File: src/rtl/sobel_pkg.sv
// Shared constants, types and register codes for the Sobel edge threshold block.
`timescale 1ns / 1ps

package sobel_pkg;

	localparam int MAX_WIDTH = 2048;
	localparam int CNT_W     = $clog2(MAX_WIDTH);
	localparam int IW_W      = 12;
	localparam int IH_W      = 16;
	localparam int THR_W     = 21;
	localparam int PIX_W     = 8;
	localparam int CMP_W     = ((CNT_W > IW_W) ? CNT_W : IW_W) + 1;
	localparam int ROW_W     = IH_W + 1;
	localparam int GRAD_W    = 11;
	localparam int MAG_W     = 22;
	localparam int PADDR_W   = 4;
	localparam int PDATA_W   = 32;

	localparam logic [THR_W-1:0] THR_RESET    = THR_W'(4000);
	localparam logic [IW_W-1:0]  WIDTH_RESET  = IW_W'(640);
	localparam logic [IH_W-1:0]  HEIGHT_RESET = IH_W'(480);
	localparam logic [PIX_W-1:0] EDGE_ON      = PIX_W'(255);
	localparam logic [PIX_W-1:0] EDGE_OFF     = '0;

	typedef enum logic [1:0] {
		CFG_THRESHOLD = 2'd0,
		CFG_WIDTH     = 2'd1,
		CFG_HEIGHT    = 2'd2
	} cfg_idx_t;

	typedef struct packed {
		logic [THR_W-1:0] threshold;
		logic [IW_W-1:0]  image_width;
		logic [IH_W-1:0]  image_height;
	} cfg_t;

	typedef struct packed {
		logic [CNT_W-1:0] col;
		logic             emit;
		logic             frame_end;
	} pos_t;

endpackage

File: src/rtl/sobel_win.sv
// 3x3 pixel window and the horizontal and vertical Sobel sums over it.
`timescale 1ns / 1ps

module sobel_win (
	input  logic                                clk,
	input  logic                                arst_n,
	input  logic                                shift,
	input  logic [sobel_pkg::PIX_W-1:0]         top,
	input  logic [sobel_pkg::PIX_W-1:0]         mid,
	input  logic [sobel_pkg::PIX_W-1:0]         px,
	output logic signed [sobel_pkg::GRAD_W-1:0] gx,
	output logic signed [sobel_pkg::GRAD_W-1:0] gy
);

	// Only the two older columns are stored; the newest column is the incoming one.
	logic [sobel_pkg::PIX_W-1:0] win_q [6];
	logic signed [sobel_pkg::GRAD_W-1:0] tl, tm, tr, ml, mr, bl, bm, br;

	always_ff @(posedge clk or negedge arst_n) begin
		if (!arst_n) begin
			for (int i = 0; i < 6; i++) begin
				win_q[i] <= '0;
			end
		end else if (shift) begin
			win_q[0] <= win_q[1];
			win_q[1] <= top;
			win_q[2] <= win_q[3];
			win_q[3] <= mid;
			win_q[4] <= win_q[5];
			win_q[5] <= px;
		end
	end

	// After the shift the left column is the oldest stored one and the middle
	// column is the newer stored one; the center pixel does not enter the sums.
	assign tl = $signed(sobel_pkg::GRAD_W'(win_q[0]));
	assign tm = $signed(sobel_pkg::GRAD_W'(win_q[1]));
	assign tr = $signed(sobel_pkg::GRAD_W'(top));
	assign ml = $signed(sobel_pkg::GRAD_W'(win_q[2]));
	assign mr = $signed(sobel_pkg::GRAD_W'(mid));
	assign bl = $signed(sobel_pkg::GRAD_W'(win_q[4]));
	assign bm = $signed(sobel_pkg::GRAD_W'(win_q[5]));
	assign br = $signed(sobel_pkg::GRAD_W'(px));

	assign gx = (tr - tl) + ((mr - ml) <<< 1) + (br - bl);
	assign gy = (tl + (tm <<< 1) + tr) - (bl + (bm <<< 1) + br);

endmodule

File: config.mk
export PLATFORM = sky130hd
export DESIGN_NAME = sobel_win
export DESIGN_NICKNAME = d
export VERILOG_FILES = /design/src/rtl/sobel_pkg.sv /design/src/rtl/sobel_win.sv
export SDC_FILE = /design/constraint.sdc
export NUM_CORES = 1
export LEC_CHECK = 0
export ABC_AREA = 1
export BUFFER_PORTS_ARGS = -buffer_cell sky130_fd_sc_hd__buf_2
export CORE_MARGIN = 2
export CORE_UTILIZATION = 54
export CTS_BUF_LIST = sky130_fd_sc_hd__clkbuf_2 sky130_fd_sc_hd__clkbuf_4 sky130_fd_sc_hd__clkbuf_8
export DETAILED_ROUTE_END_ITERATION = 7
export PLACE_DENSITY = 0.74
export SLEW_MARGIN = 20
export SYNTH_ARGS = -nofsm -noshare
export SYNTH_HDL_FRONTEND = slang
export SYNTH_SLANG_ARGS = --single-unit
File: constraint.sdc
create_clock -name clk -period 4.6 [get_ports clk]
set_input_delay 0.46 -clock clk [delete_from_list [all_inputs] [get_ports clk]]
set_output_delay 0.46 -clock clk [all_outputs]
set_load 0.01 [all_outputs]
==> results.sh <==
export IMPL_start_util=0.5536
export IMPL_fin_ws_ns=0.5941
export IMPL_rsz0062_at_grt="false"
export IMPL_antenna_left=0
export IMPL_dieArea_mm2=0.009622
export IMPL_grt_remaining_overflow=0
export IMPL_syn_to_final_growth_pct=8.898
export IMPL_clk_latency_ns=0.31
export IMPL_crit_arrival_ns=3.55
export IMPL_total_power_mw=3.435
export IMPL_crit_path_end_kind="output port"
export IMPL_grt_total_usage=0.2088
export IMPL_cts_sink_count=48
export IMPL_io_pins=49
export IMPL_vias=3763
export IMPL_first_global_vias=3822
export IMPL_synth_area_per_cell_um2=7.942
export IMPL_ir_drop_mv=0.6653
export IMPL_final_setup_viol_count=0
export IMPL_p_leak_nw=2.953
export IMPL_htree_levels=2
export IMPL_ys_warnings_count=0
export IMPL_max_slew_margin=0.4932
export IMPL_fin_crit_ns=4.006
export IMPL_core_mm2=0.008636
export IMPL_tightestPinTransition_ns=0.7602
export IMPL_dp_hpwl_mm=7.400
export IMPL_async_reset_ff_frac=1.000
export IMPL_critPathMaxFanout=3
export IMPL_hold_viol=0
export IMPL_firstDrtPassIters=5
export IMPL_dpl_cell_count=749
export IMPL_drv_slew=0
export IMPL_cts_resized=0
export IMPL_yosysTopAreaCell="dfrtp_1"
export IMPL_dpl_instance_area_mm2=0.005106
export IMPL_die_h_um=98.09
export IMPL_rr_worst_depth=2
export IMPL_maxCapViolCount=0
export IMPL_dieWidth_um=98.09
export IMPL_finalSetupTns_ns=0
export IMPL_synth_area_leaders="dfrtp_1, fa_1, ha_1"
export IMPL_start_kind="flip-flop"
export IMPL_final_area_mm2=0.005206
export IMPL_netlist_area_leader_share=0.2512
export IMPL_clk_pin_slew_ns=0.10
export IMPL_synthesis_area_mm2=0.004781
export IMPL_netlist_instances=602
export IMPL_layout_drive_gt1_share=0.1109
export IMPL_gp_congestion=0.8751
export IMPL_layout_cells_non_filler=757
export IMPL_io_buffers=48
export IMPL_vias_per_cell=4.971
export IMPL_drt_wl_total_mm=9.031
export IMPL_synth_nets=719
export IMPL_ys_seq_elements=48
export IMPL_maxClockFrequency_mhz=249.6
export IMPL_power_density_mw_per_mm2=659.9
export IMPL_row_count=34
export IMPL_hold_path_class="input port to asynchronous set/reset pin"
export IMPL_drt_wirelength_per_cell_um=11.93
export IMPL_clockBufferDepth=2
export IMPL_finClkSkew_ns=0.006682
export IMPL_yosysSeqAreaShare=0.2512
export IMPL_grt_max_degree=89
export IMPL_yosysUniqueCellTypes=28
export IMPL_fin_nets=765
export IMPL_cts_setup_buffers=0
export IMPL_diodes=0
export IMPL_cts_tree="built"
export IMPL_cts_hold_buf=0
export IMPL_drc=0
export IMPL_ys_flop_type="dfrtp_1"
export IMPL_drt_iter0_markers=137
export IMPL_dp_slack_ns=0.6906
export IMPL_cp_data_required_time_ns=4.14
export IMPL_antenna_found_initial=0
export IMPL_root_buffer="clkbuf_8"
export IMPL_cts_buffers=5
export IMPL_grt_pass1_wl_mm=16.75
export IMPL_fin_crit_sh=0.8708
export IMPL_synth_edf_count=0
export IMPL_status="finished clean"
export IMPL_critPathKind="flip-flop to output port"
-- report_power, final --
group          internal, mW  total [mW]  switching [mW]  leakage (nW)
Sequential            0.465       0.487          0.0216         0.578
Clock                 0.129       0.279           0.150        0.0479
Combinational          1.07        2.67            1.60          2.33
Total                  1.66        3.44            1.78          2.95
-- worst paths after layout --
path,start,endpoint,slack [ns]
worst max-delay path,bl[2],gy[7],0.59
worst min register to register,tm[3],tl[3],0.48
worst min-delay path,arst_n,tm[0],0.17
worst max register to register,bl[1],bl[1],3.78
min in group clk,mid[0],win_q[16],0.38
max in group asynchronous,arst_n,bl[5],4.01
-- cell usage in the layout (no fill, tap or decap) --
cell,count
o21bai_1,1
or2_1,1
clkbuf_4,1
clkinvlp_4,1
o21a_1,4
fa_1,44
nand4_1,3
a31oi_1,1
xor2_1,10
nor2_1,19
mux2_2,8
buf_4,2
nand3_2,2
buf_2,47
o21ai_0,37
o21ai_2,4
nand2_1,148
a21oi_1,30
a21oi_2,1
a21o_1,1
a21boi_1,1
ha_1,46
inv_1,148
nand3_1,19
nor3_1,1
nand3b_1,7
dfrtp_1,48
clkbuf_8,6
xnor2_1,8
-- cell usage after synthesis (3+ instances only) --
master,instances
nor2_1,19
nand3_1,19
nand3b_1,7
fa_1,44
clkbuf_1,3
nand4_1,3
a21oi_1,30
xor2_1,10
o21ai_2,4
buf_2,4
o21a_1,4
ha_1,46
o21ai_0,37
inv_1,148
nand2_1,148
xnor2_1,8
dfrtp_1,48
mux2_2,8
-- state kept, by name, indices dropped and copies added, names as in the netlist --
| register | flops |
|---|---|
| bm | 8 |
| win_q | 8 |
| bl | 8 |
| tm | 8 |
| ml | 8 |
| tl | 8 |
-- layer usage --
layer | up-vias | track usage | routed length [um] | share of wire
met3 | 8 | 0.02792 | 294 | 0.033
met5 | - | 0 | 0 | 0
li1 | 1923 | - | - | -
met4 | 0 | 0.04808 | 74 | 0.0082
met2 | 65 | 0.3546 | 4418 | 0.49
met1 | 1767 | 0.2872 | 4243 | 0.47
-- per-stage QoR --
step,util,hold slack (ns)
5_1_grt,0.6029,0.2112
3_3_place_gp,0.5913,0.4563
6_report,0.6029,0.1678
2_1_floorplan,-,0.1644
3_5_place_dp,0.5913,0.4673
4_1_cts,0.6026,0.3681
-- logic make-up (layout without fill, tap and decap cells) --
family / count (synthesis) / after routing / synth area share
xor gates and xnor gates: 18 / 18 / 0.03298
muxes: 8 / 8 / 0.01884
DFF: 48 / 48 / 0.2512
buffers and inverters: 158 / 205 / 0.1282
adders and majority gates: 90 / 90 / 0.3046
and+or+nand+nor: 200 / 200 / 0.1725
AOI/OAI and AO/OA: 80 / 80 / 0.09160
-- final cells by class --
cell class,instances,area [um2]
clock buffers,7,90.09
clock inverters,1,7.507
fillers,802,3430
inverters,148,555.5
multi-input cells,396,2967
flip-flops and latches,48,1201
well taps,108,135.1
repair buffers,49,250.2
-- critical path, stage by stage, from the launching register on --
cell	delay, ns
dfrtp_1	0.37
inv_1	0.11
fa_1	0.46
fa_1	0.55
inv_1	0.05
fa_1	0.53
inv_1	0.07
fa_1	0.45
nand3_1	0.10
nand2_1	0.13
nand3_1	0.12
nand2_1	0.05
nand2_1	0.06
nand2_1	0.05
buf_2	0.13
Note: power is estimated with default switching activity, not from simulation.
