[src/rtl/sobel_pkg.sv]
// Shared constants, types and register codes for the Sobel edge threshold block.
`timescale 1ns / 1ps

package sobel_pkg;

	localparam int MAX_WIDTH = 2048;
	localparam int CNT_W     = $clog2(MAX_WIDTH);
	localparam int IW_W      = 12;
	localparam int IH_W      = 16;
	localparam int THR_W     = 21;
	localparam int PIX_W     = 8;
	localparam int CMP_W     = ((CNT_W > IW_W) ? CNT_W : IW_W) + 1;
	localparam int ROW_W     = IH_W + 1;
	localparam int GRAD_W    = 11;
	localparam int MAG_W     = 22;
	localparam int PADDR_W   = 4;
	localparam int PDATA_W   = 32;

	localparam logic [THR_W-1:0] THR_RESET    = THR_W'(4000);
	localparam logic [IW_W-1:0]  WIDTH_RESET  = IW_W'(640);
	localparam logic [IH_W-1:0]  HEIGHT_RESET = IH_W'(480);
	localparam logic [PIX_W-1:0] EDGE_ON      = PIX_W'(255);
	localparam logic [PIX_W-1:0] EDGE_OFF     = '0;

	typedef enum logic [1:0] {
		CFG_THRESHOLD = 2'd0,
		CFG_WIDTH     = 2'd1,
		CFG_HEIGHT    = 2'd2
	} cfg_idx_t;

	typedef struct packed {
		logic [THR_W-1:0] threshold;
		logic [IW_W-1:0]  image_width;
		logic [IH_W-1:0]  image_height;
	} cfg_t;

	typedef struct packed {
		logic [CNT_W-1:0] col;
		logic             emit;
		logic             frame_end;
	} pos_t;

endpackage

[src/rtl/sobel_cfg.sv]
// APB register file holding threshold, image width and image height.
`timescale 1ns / 1ps

module sobel_cfg (
	input  logic                          clk,
	input  logic                          arst_n,
	input  logic                          psel,
	input  logic                          penable,
	input  logic                          pwrite,
	input  logic [sobel_pkg::PADDR_W-1:0] paddr,
	input  logic [sobel_pkg::PDATA_W-1:0] pwdata,
	output logic [sobel_pkg::PDATA_W-1:0] prdata,
	output logic                          pready,
	output sobel_pkg::cfg_t               cfg
);

	sobel_pkg::cfg_t      cfg_q;
	sobel_pkg::cfg_idx_t  idx;
	logic                 wr_en;

	assign idx    = sobel_pkg::cfg_idx_t'(paddr[3:2]);
	assign wr_en  = psel && penable && pwrite;
	assign pready = 1'b1;
	assign cfg    = cfg_q;

	always_ff @(posedge clk or negedge arst_n) begin
		if (!arst_n) begin
			cfg_q.threshold    <= sobel_pkg::THR_RESET;
			cfg_q.image_width  <= sobel_pkg::WIDTH_RESET;
			cfg_q.image_height <= sobel_pkg::HEIGHT_RESET;
		end else if (wr_en) begin
			unique case (idx)
				sobel_pkg::CFG_THRESHOLD: begin
					cfg_q.threshold <= pwdata[sobel_pkg::THR_W-1:0];
				end
				sobel_pkg::CFG_WIDTH: begin
					cfg_q.image_width <= pwdata[sobel_pkg::IW_W-1:0];
				end
				sobel_pkg::CFG_HEIGHT: begin
					cfg_q.image_height <= pwdata[sobel_pkg::IH_W-1:0];
				end
				default: begin
				end
			endcase
		end
	end

	always_comb begin
		unique case (idx)
			sobel_pkg::CFG_THRESHOLD: begin
				prdata = sobel_pkg::PDATA_W'(cfg_q.threshold);
			end
			sobel_pkg::CFG_WIDTH: begin
				prdata = sobel_pkg::PDATA_W'(cfg_q.image_width);
			end
			sobel_pkg::CFG_HEIGHT: begin
				prdata = sobel_pkg::PDATA_W'(cfg_q.image_height);
			end
			default: begin
				prdata = '0;
			end
		endcase
	end

endmodule

[config.mk]
export PLATFORM = sky130hd
export DESIGN_NAME = sobel_cfg
export DESIGN_NICKNAME = d
export VERILOG_FILES = /design/src/rtl/sobel_pkg.sv /design/src/rtl/sobel_cfg.sv
export SDC_FILE = /design/constraint.sdc
export NUM_CORES = 1
export LEC_CHECK = 0
export BUFFER_PORTS_ARGS = -buffer_cell sky130_fd_sc_hd__clkbuf_2
export CAP_MARGIN = 20
export CORE_AREA = 2 2 78 73
export CTS_BUF_LIST = sky130_fd_sc_hd__clkbuf_2
export CTS_CLUSTER_DIAMETER = 150
export CTS_CLUSTER_SIZE = 40
export DETAILED_ROUTE_END_ITERATION = 6
export DIE_AREA = 0 0 80 75
export GPL_TIMING_DRIVEN = 0
export PLACE_DENSITY = 0.84
export SLEW_MARGIN = 20
export SYNTH_ARGS = -nofsm -noshare
export SYNTH_HDL_FRONTEND = slang
export SYNTH_SLANG_ARGS = --single-unit
[constraint.sdc]
create_clock -name clk -period 1.52 [get_ports clk]
set_input_delay 0.304 -clock clk [delete_from_list [all_inputs] [get_ports clk]]
set_output_delay 0.304 -clock clk [all_outputs]
set_load 0.01 [all_outputs]
==> results.tsv <==
stage	metric	value	unit
placement	numPortBuffers	97	
job	cap_violations	0	
final_layout	final_common_cell	clkbuf_2	
setup_path	cp_max_fo	2	
final_layout	fin_nets	355	
floorplanning	fp.dieArea	0.006000	sq mm
grt	grt_pass1_vias	1796	
detailed_routing	avgViaCountPerCell	4.812	
detailed_routing	wl_per_cell	15.34	um
synth	syn_inst	176	
final_layout	syn_to_final_growth	41.90	%
final_layout	fin_util	0.6427	
setup_path	worst-setup-path-type	flip-flop to output pin	
cts	clock_path_buffers	2	
setup_path	worstPathRequired	1.22	ns
power_and_ir_drop	powerDensity	1203	mW/mm^2
timing	hold_violations	0	
detailed_routing	drt_iter0_drc	85	
setup_path	slowest_stage	dfstp_2	
timing	relSlewSlack	0.5598	
placement	placed_area	0.002933	sq mm
setup_path	r2r_slack	0.48	ns
power_and_ir_drop	p_leak	1.698	nW
setup_path	worstSetupStartpointType	flip-flop	
detailed_routing	final_antenna_net_count	0	
timing	whs	0.1034	ns
detailed_routing	wl	5861	um
timing	fin_crit_sh	1.091	
synth	yosysUniqueCellTypes	19	
setup_path	r2r_start	cfg[3]	
synth	synth_area_leaders	dfrtp_1 40%, mux2_2 23%, dfstp_2 14%	
setup_path	critPathMaxStageDelay	0.60	ns
power_and_ir_drop	total_power	3.967	mW
timing	worstMarginPinSlew	0.6603	ns
power_and_ir_drop	p_seq_frac	0.474	
floorplanning	floorplan.rows	25	
grt	overflow	0	
power_and_ir_drop	power.internal	2.681	mW
placement	gp_congestion	0.7043	
timing	slew_violations	0	
power_and_ir_drop	switching_share	0.3242	
floorplanning	start_util	0.4529	
floorplanning	fp.dieW	80	um
cts	cts_max_level	2	
timing	rsz0062_at_grt	true	
synth	ys_ff_latch	49	
grt	track_usage	0.1925	
timing	finalClockSkew	0	ns
power_and_ir_drop	ir_drop	552.2	uV
final_layout	mostFrequentLayoutCells	78 x clkbuf_2, 48 x mux2_2, 37 x dfrtp_1	
grt	grt_antenna_before_repair	0	
cts	cts_tree	done	
cts	cts_buffers	5	
final_layout	n_antenna_cell	0	
hold_path	hold_class	input pin to flip-flop	
timing	max_freq	602.9	MHz
setup_path	path_cells	mux2i_1 -> o21ai_1 -> buf_2	
setup_path	startpoint	cfg[39]	
final_layout	stdcell_area	0.003297	sq mm
outcome	violations	setup timing	
detailed_routing	drc	0	
synth	synth_seq_area_share	0.5342	
cts	cts.sinks	49	
cts	cts_root_buf	clkbuf_2	
floorplanning	ios	123	
cts	clk_pin_slew_worst_paths	0.21	ns
power_and_ir_drop	switchingPower	1.286	mW
final_layout	final_layout_size_suffix_gt1_frac	0.6794	
synth	syn_area	0.002323	sq mm
synth	avgSynthCellArea	13.20	sq um
final_layout	largest_reg_flops	49	
grt	grt_max_degree	50	
timing	setup_viol	13	
detailed_routing	routed-via-count	1838	
synth	synth_warnings	0	
floorplanning	core	0.005130	sq mm
setup_path	timing.rr.end	cfg[3]	
timing	period_minus_slack	1.659	ns
setup_path	reg2regPathDepth	3	
timing	layout_setup_ws	-0.1387	ns
setup_path	critPathArrivalTime	1.35	ns
power_and_ir_drop	combPwrFrac	0.398	
synth	synth_top_area_cell	dfrtp_1	
cts	insertion_delay	0.41	ns
placement	hpwl	3932	um
setup_path	endpoint	prdata[11]	
synth	synth-async-reset-ratio	1.000	
detailed_routing	drt_first_pass_iters	4	
synth	synth_top_area_frac	0.3985	
floorplanning	die_h	75	um
setup_path	end_kind	output pin	
grt	grt_pass1_wl	8687	um
synth	ys.flop_type	dfrtp_1	
outcome	status	finished with violations	
synth	synth-edff-count	0	
power_and_ir_drop	clock_power_share	0.129	
==> power by group through the flow <==
| stage | combinational [mW] | sequential (mW) | clock (mW) |
|---|---|---|---|
| final | 1.58 | 1.88 | 0.510 |
| after global routing | 1.71 | 1.92 | 0.579 |
| after CTS | 1.41 | 1.86 | 0.528 |
| after detailed placement | 1.19 | 1.92 | 0 |
| after global placement | 1.16 | 1.90 | 0 |
| after floorplan | 0.503 | 2.03 | 0 |
==> timing repair <==
item	in CTS	in global routing
setup endpoints to repair	21	31
hold endpoints to repair	37	0
pin swaps	1	5
gates resized for setup	21	44
setup buffers	18	6
hold buffers	1	0
==> how the worst min path moves through the flow <==
stage | start | to | slack (ns) | depth (start not counted)
2_1_floorplan | arst_n | cfg[0] | 0.008 | 0
3_3_place_gp | cfg[43] | cfg[43] | 0.51 | 1
3_5_place_dp | arst_n | cfg[42] | 0.40 | 1
4_1_cts | pwdata[10] | cfg[10] | 0.1 | 2
5_1_grt | pwdata[18] | cfg[46] | 0.09 | 2
6_report | pwdata[20] | cfg[48] | 0.10 | 2
==> final cells by class <==
type	instances	area (sq um)
fill	444	1833
clock buffer	7	35.03
sequential	49	1241
multi-input combinational	116	984.7
buffer	20	175.2
clock inverter	1	3.754
tap	67	83.83
timing repair buffer	122	773.2
==> metrics by stage <==
step / TNS, ns / worst slack [ns] / instances
floorplan: 0 / 0.1018 / 186
finish: -0.9048 / -0.1387 / 382
global route: -2.254 / -0.2084 / 382
CTS: -1.093 / -0.1522 / 376
detailed placement: -10.62 / -0.3815 / 350
global placement: -8.541 / -0.3309 / 350
==> synthesized netlist by cell type, types with 2 or more instances <==
cell type and number:
dfrtp_1 37, mux2i_1 16, nor2_1 5, mux2_2 48
dfstp_2 12, buf_4 16, o21ai_0 12, nand2_1 12
and2_1 5, buf_2 3, conb_1 2
==> logic make-up after synthesis <==
group                  count (synthesis)  share of synthesized area
muxes                                 65                     0.3064
DFF                                   49                     0.5342
and+or+nand+nor                       27                    0.06570
buffers and inverters                 21                    0.06462
AOI/OAI and AO/OA                     12                    0.02585
other                                  2                   0.003232
==> worst max-delay path: cells and delay by family, from the launching register on <==
kind | cells | cell delay, ns
buf+inv | 1 | 0.15
compound gates | 1 | 0.13
flops | 1 | 0.60
mux | 1 | 0.07
==> routing by layer <==
| metal | vias to the layer above | GRT usage | part of all wire |
|---|---|---|---|
| li1 | 863 | - | - |
| met1 | 889 | 0.2296 | 0.40 |
| met2 | 77 | 0.3546 | 0.53 |
| met3 | 9 | 0.03597 | 0.059 |
| met4 | 0 | 0.06215 | 0.014 |
| met5 | - | 0 | 0 |
No activity file was read; power rests on OpenSTA's default activity.
