<file path="src/rtl/sobel_pkg.sv">
// Shared constants, types and register codes for the Sobel edge threshold block.
`timescale 1ns / 1ps

package sobel_pkg;

	localparam int MAX_WIDTH = 2048;
	localparam int CNT_W     = $clog2(MAX_WIDTH);
	localparam int IW_W      = 12;
	localparam int IH_W      = 16;
	localparam int THR_W     = 21;
	localparam int PIX_W     = 8;
	localparam int CMP_W     = ((CNT_W > IW_W) ? CNT_W : IW_W) + 1;
	localparam int ROW_W     = IH_W + 1;
	localparam int GRAD_W    = 11;
	localparam int MAG_W     = 22;
	localparam int PADDR_W   = 4;
	localparam int PDATA_W   = 32;

	localparam logic [THR_W-1:0] THR_RESET    = THR_W'(4000);
	localparam logic [IW_W-1:0]  WIDTH_RESET  = IW_W'(640);
	localparam logic [IH_W-1:0]  HEIGHT_RESET = IH_W'(480);
	localparam logic [PIX_W-1:0] EDGE_ON      = PIX_W'(255);
	localparam logic [PIX_W-1:0] EDGE_OFF     = '0;

	typedef enum logic [1:0] {
		CFG_THRESHOLD = 2'd0,
		CFG_WIDTH     = 2'd1,
		CFG_HEIGHT    = 2'd2
	} cfg_idx_t;

	typedef struct packed {
		logic [THR_W-1:0] threshold;
		logic [IW_W-1:0]  image_width;
		logic [IH_W-1:0]  image_height;
	} cfg_t;

	typedef struct packed {
		logic [CNT_W-1:0] col;
		logic             emit;
		logic             frame_end;
	} pos_t;

endpackage

</file>
<file path="src/rtl/sobel_pos.sv">
// Raster position tracker: column and row counters with wrap and frame restart.
`timescale 1ns / 1ps

module sobel_pos (
	input  logic            clk,
	input  logic            arst_n,
	input  logic            advance,
	input  logic            frame_start,
	input  sobel_pkg::cfg_t cfg,
	output sobel_pkg::pos_t pos
);

	logic [sobel_pkg::CNT_W-1:0] col_q, col_a, col_b;
	logic [sobel_pkg::IH_W-1:0]  row_q, row_a, row_c;
	logic [sobel_pkg::ROW_W-1:0] row_b;
	logic [sobel_pkg::CMP_W-1:0] w_eff;
	logic [sobel_pkg::ROW_W-1:0] h_eff;
	logic                        last_col, last_row;

	// Clamp the configured size to what the line buffers and window allow.
	always_comb begin
		if (sobel_pkg::CMP_W'(cfg.image_width) < sobel_pkg::CMP_W'(3)) begin
			w_eff = sobel_pkg::CMP_W'(3);
		end else if (sobel_pkg::CMP_W'(cfg.image_width) > sobel_pkg::CMP_W'(sobel_pkg::MAX_WIDTH))
		begin
			w_eff = sobel_pkg::CMP_W'(sobel_pkg::MAX_WIDTH);
		end else begin
			w_eff = sobel_pkg::CMP_W'(cfg.image_width);
		end
		if (cfg.image_height < sobel_pkg::IH_W'(3)) begin
			h_eff = sobel_pkg::ROW_W'(3);
		end else begin
			h_eff = sobel_pkg::ROW_W'(cfg.image_height);
		end
	end

	always_comb begin
		col_a = frame_start ? '0 : col_q;
		row_a = frame_start ? '0 : row_q;
		if (sobel_pkg::CMP_W'(col_a) >= w_eff) begin
			col_b = '0;
			row_b = sobel_pkg::ROW_W'(row_a) + sobel_pkg::ROW_W'(1);
		end else begin
			col_b = col_a;
			row_b = sobel_pkg::ROW_W'(row_a);
		end
		row_c    = (row_b >= h_eff) ? '0 : row_b[sobel_pkg::IH_W-1:0];
		last_col = (sobel_pkg::CMP_W'(col_b) + sobel_pkg::CMP_W'(1)) >= w_eff;
		last_row = (sobel_pkg::ROW_W'(row_c) + sobel_pkg::ROW_W'(1)) >= h_eff;
	end

	assign pos.col       = col_b;
	assign pos.emit      = (row_c >= sobel_pkg::IH_W'(2)) && (col_b >= sobel_pkg::CNT_W'(2));
	assign pos.frame_end = last_col && last_row;

	always_ff @(posedge clk or negedge arst_n) begin
		if (!arst_n) begin
			col_q <= '0;
			row_q <= '0;
		end else if (advance) begin
			if (last_col) begin
				col_q <= '0;
				row_q <= last_row ? '0 : row_c + sobel_pkg::IH_W'(1);
			end else begin
				col_q <= col_b + sobel_pkg::CNT_W'(1);
				row_q <= row_c;
			end
		end
	end

endmodule

</file>
<file path="config.mk">
export PLATFORM = sky130hd
export DESIGN_NAME = sobel_pos
export DESIGN_NICKNAME = d
export VERILOG_FILES = /design/src/rtl/sobel_pkg.sv /design/src/rtl/sobel_pos.sv
export SDC_FILE = /design/constraint.sdc
export NUM_CORES = 1
export LEC_CHECK = 0
export BUFFER_PORTS_ARGS = -buffer_cell sky130_fd_sc_hd__clkbuf_2
export CORE_ASPECT_RATIO = 0.6
export CORE_MARGIN = 2
export CORE_UTILIZATION = 55
export DETAILED_ROUTE_END_ITERATION = 8
export GPL_ROUTABILITY_DRIVEN = 0
export PLACE_DENSITY = 0.73
export SLEW_MARGIN = 20
export SYNTH_ARGS = -nofsm -noshare
export SYNTH_HDL_FRONTEND = slang
export SYNTH_SLANG_ARGS = --single-unit
</file>
<file path="constraint.sdc">
create_clock -name clk -period 19.7 [get_ports clk]
set_input_delay 1.97 -clock clk [delete_from_list [all_inputs] [get_ports clk]]
set_output_delay 1.97 -clock clk [all_outputs]
set_load 0.05 [all_outputs]
</file>
==> impl_results.md <==
- Cell count after synthesis: 579
- Share of the yosys chip area belonging to registers: 15.49%
- RSZ-0062 raised after global routing: false
- Main flop type after synthesis: dfrtp_1
- Syn Nets: 692
- FMAX: 0.07407 GHz
- Final Max Tran Viols: 0
- Die extent in y: 72.99 µm
- Iter 0 DRT Violations: 655
- Detailed-route DRC error count: 0
- Startpoint Class: primary input
- Slowest stage delay, CP: 0.68 ns
- First drt pass iteration count: 5
- Final Hold Vio Count: 0
- CTS Root Cell: clkbuf_16
- Int Pwr: 0.0001247 W
- Most used cell, CP: ha_1
- Core Footprint: 7789 µm²
- Avg Inst Size Synth: 7.535 µm²
- MaxCap Viol Count: 0
- Hold WC Path Type: register to register
- Cts hold-fix bufs: 0
- Dpl cell area: 4642 µm²
- CP Max Fanout: 13
- Post-layout min period: 13.50 ns
- Number of diodes: 0
- Worst EP required: 17.73 ns
- Top-area cell type share of the netlist area: 17.21%
- Port bufs: 44
- Filler cells: 703
- Final setup viols: 0
- Critical setup path kind: primary input to output port
- DP Worst Slack: 6.835 ns
- Global-route wire length before repair: 21.94 mm
- Reg power frac: 31.2%
- Lkg Pwr: 2.153 nW
- Worst IR drop on VDD: 0.03350 mV
- Setup bufs post-CTS: 0
- Largest net degree at the start of global routing: 46
- Cell area after synthesis: 4363 µm²
- Fraction of layout cells with a size suffix above 1: 12.66%
- Routed Antenna Nets: 0
- Final clock skew: 0.01455 ns
- Top sig layer: met4
- CTS Buffer Depth: 2
- Vias in the first global route: 4163
- Die ar.: 8684 µm²
- TNS Setup: 0 ns
- Final worst slack: 6.199 ns
- #FFs+latches synth: 27
- Top cells by area, synth: ha_1 (17%), dfrtp_1 (15%), nor2_1 (6.2%), xnor2_1 (5.6%), inv_1 (4.1%)
- Power Dens Cells: 46.31 nW/µm²
- Initial antenna violation count: 0
- Slowest cell on crit path: nor3_2
- DR vias/cell: 6.450
- DR WL met3: 2.097 mm
- Final instance area: 4721 µm²
- Via count: 4618
- Sink Count: 27
- Asr flop ratio synth: 100.0%
- Routed wl met2: 5.360 mm
- Worst-Skew Late Latency: 0.28 ns
- Rows: 25
- Logic pwr share: 45.9%
- Synthesis-to-layout area growth: 8.202%
- CTS H-tree lvls: 1
- Worst Max-Slew Pin Slew: 0.8940 ns
- WL met1: 6.491 mm
- Drt total wl: 14.02 mm
- CTS tree: built
- Clock slew seen by the registers of the worst setup and hold paths: 0.06 ns
- Post-synth EDFFs: 0
- # IOs: 66
- Outcome: finished clean
- Yosys top cell by area: ha_1
- # resized after CTS: 0
- Total CTS buffers: 3
- Net Sw Frac: 42.95%
- Starting Density: 56.02%
- HPWL Detailed: 11.19 mm
- GR Overflow Total: 0
- Final nets: 722
- Part of the cycle the worst path needs: 68.53%
- All-Layer GR Usage: 32.69%
- Psw: 0.00009390 W
- Arrival @ worst endpoint: 11.53 ns
- Post-DR wirelength/cell: 19.58 µm
- Yosys warning count: 0
- Post-synth cell types: 77
- Worst slew margin: 40.40%
- Crit end category: output port
- Clk network pwr share: 22.9%
- Die width: 119.0 µm
==> logic make-up after synthesis <==
group,Yosys count,synth area share (%)
simple gates,247,30.20
xor+xnor,37,7.600
compound gates,131,21.37
buf+inv,70,6.309
mux,7,1.835
fa+ha+maj,60,17.21
flops,27,15.49
==> layout by cell type (no fill, tap or decap), drive strengths merged, types with 4 or more instances in the layout <==
cell type,Yosys,routed
a211oi,10,10
a21oi,35,35
nand2,36,36
nor4,15,15
o211ai,4,4
nand3,35,35
and3,5,5
o21a,6,6
a21o,12,12
nor2,74,74
xnor2,29,29
nand4,16,16
inv,48,48
ha,60,60
nor3,20,20
o32ai,5,5
nor2b,11,11
or3,6,6
xor2,8,8
nand2b,8,8
dfrtp,27,27
clkbuf,14,48
o21ai,29,29
and2,8,8
mux2i,5,5
==> layer usage <==
metal / GRT usage (%) / vias to the layer above
met5: 0 / -
met4: 3.439 / 0
met3: 12.81 / 18
met2: 44.38 / 263
met1: 49.52 / 2183
li1: - / 2154
==> sequential cells by signal (all words and copies together), names as in the netlist <==
name,count
row_q,16
col_q,11
==> final cells by class <==
class | count | area (µm²) | share of cell area (%)
Clock buffer | 4 | 78.83 | 1.670
Inverter | 49 | 183.9 | 3.896
Multi-Input combinational cell | 482 | 3412 | 72.28
Sequential cell | 27 | 675.6 | 14.31
Tap cell | 108 | 135.1 | 2.862
Timing Repair Buffer | 46 | 235.2 | 4.983
==> through the flow <==
stage | util [%] | cells | hold WS (ns) | total power, W
global placement | 59.60 | 712 | 0.5390 | 0.0001628
global route | 60.61 | 716 | 0.5919 | 0.0002300
CTS | 60.61 | 716 | 0.5612 | 0.0002152
detailed placement | 59.60 | 712 | 0.5462 | 0.0001658
floorplan | - | 579 | 0.4977 | 0.0001370
finish | 60.61 | 716 | 0.5588 | 0.0002186
==> final timing paths <==
| kind | startpoint | endpoint | slack [ns] | depth (start not counted) |
|---|---|---|---|---|
| setup / recovery | cfg[26] | pos[0] | 6.20 | 33 |
| hold / removal | row_q[14]$_DFFE_PN0P_ | row_q[14]$_DFFE_PN0P_ | 0.56 | 2 |
| setup reg to reg | col_q[7]$_DFFE_PN0P_ | row_q[7]$_DFFE_PN0P_ | 10.49 | 30 |
| hold reg to reg | row_q[14]$_DFFE_PN0P_ | row_q[14]$_DFFE_PN0P_ | 0.56 | 2 |
| max in group asynchronous | arst_n | row_q[2]$_DFFE_PN0P_ | 17.46 | 1 |
| min in group asynchronous | arst_n | col_q[6]$_DFFE_PN0P_ | 1.75 | 1 |
==> synthesized netlist by cell type (3+ instances only) <==
library cell / instances
a211oi_1: 9
a21o_1: 12
a21oi_1: 33
a41oi_1: 3
and2_1: 7
and3_1: 5
buf_2: 4
clkbuf_1: 14
dfrtp_1: 27
ha_1: 60
inv_1: 48
mux2i_1: 5
nand2_1: 34
nand2b_1: 8
nand3_1: 35
nand4_1: 15
nor2_1: 72
nor2b_1: 11
nor3_1: 17
nor3b_1: 3
nor4_1: 13
o211ai_1: 3
o21a_1: 6
o21ai_0: 24
o21ai_1: 3
o32ai_1: 5
or3_1: 6
xnor2_1: 28
xor2_1: 8
==> power by group through the flow <==
stage	Sequential [W]	Clock (W)	Combinational (W)
after floorplan	0.0000659	0	0.0000711
after global placement	0.0000684	0	0.0000944
after detailed placement	0.0000686	0	0.0000973
after CTS	0.0000675	0.0000497	0.0000980
after global routing	0.0000686	0.0000519	0.000110
final	0.0000681	0.0000501	0.000100
==> critical path: cells and delay by family <==
kind / cells / cell delay, ns
mux: 1 / 0.39
fa+ha+maj: 4 / 1.38
simple gates: 11 / 3.34
compound gates: 13 / 3.65
buf+inv: 4 / 0.80
Power figures use the tool's default switching activity.
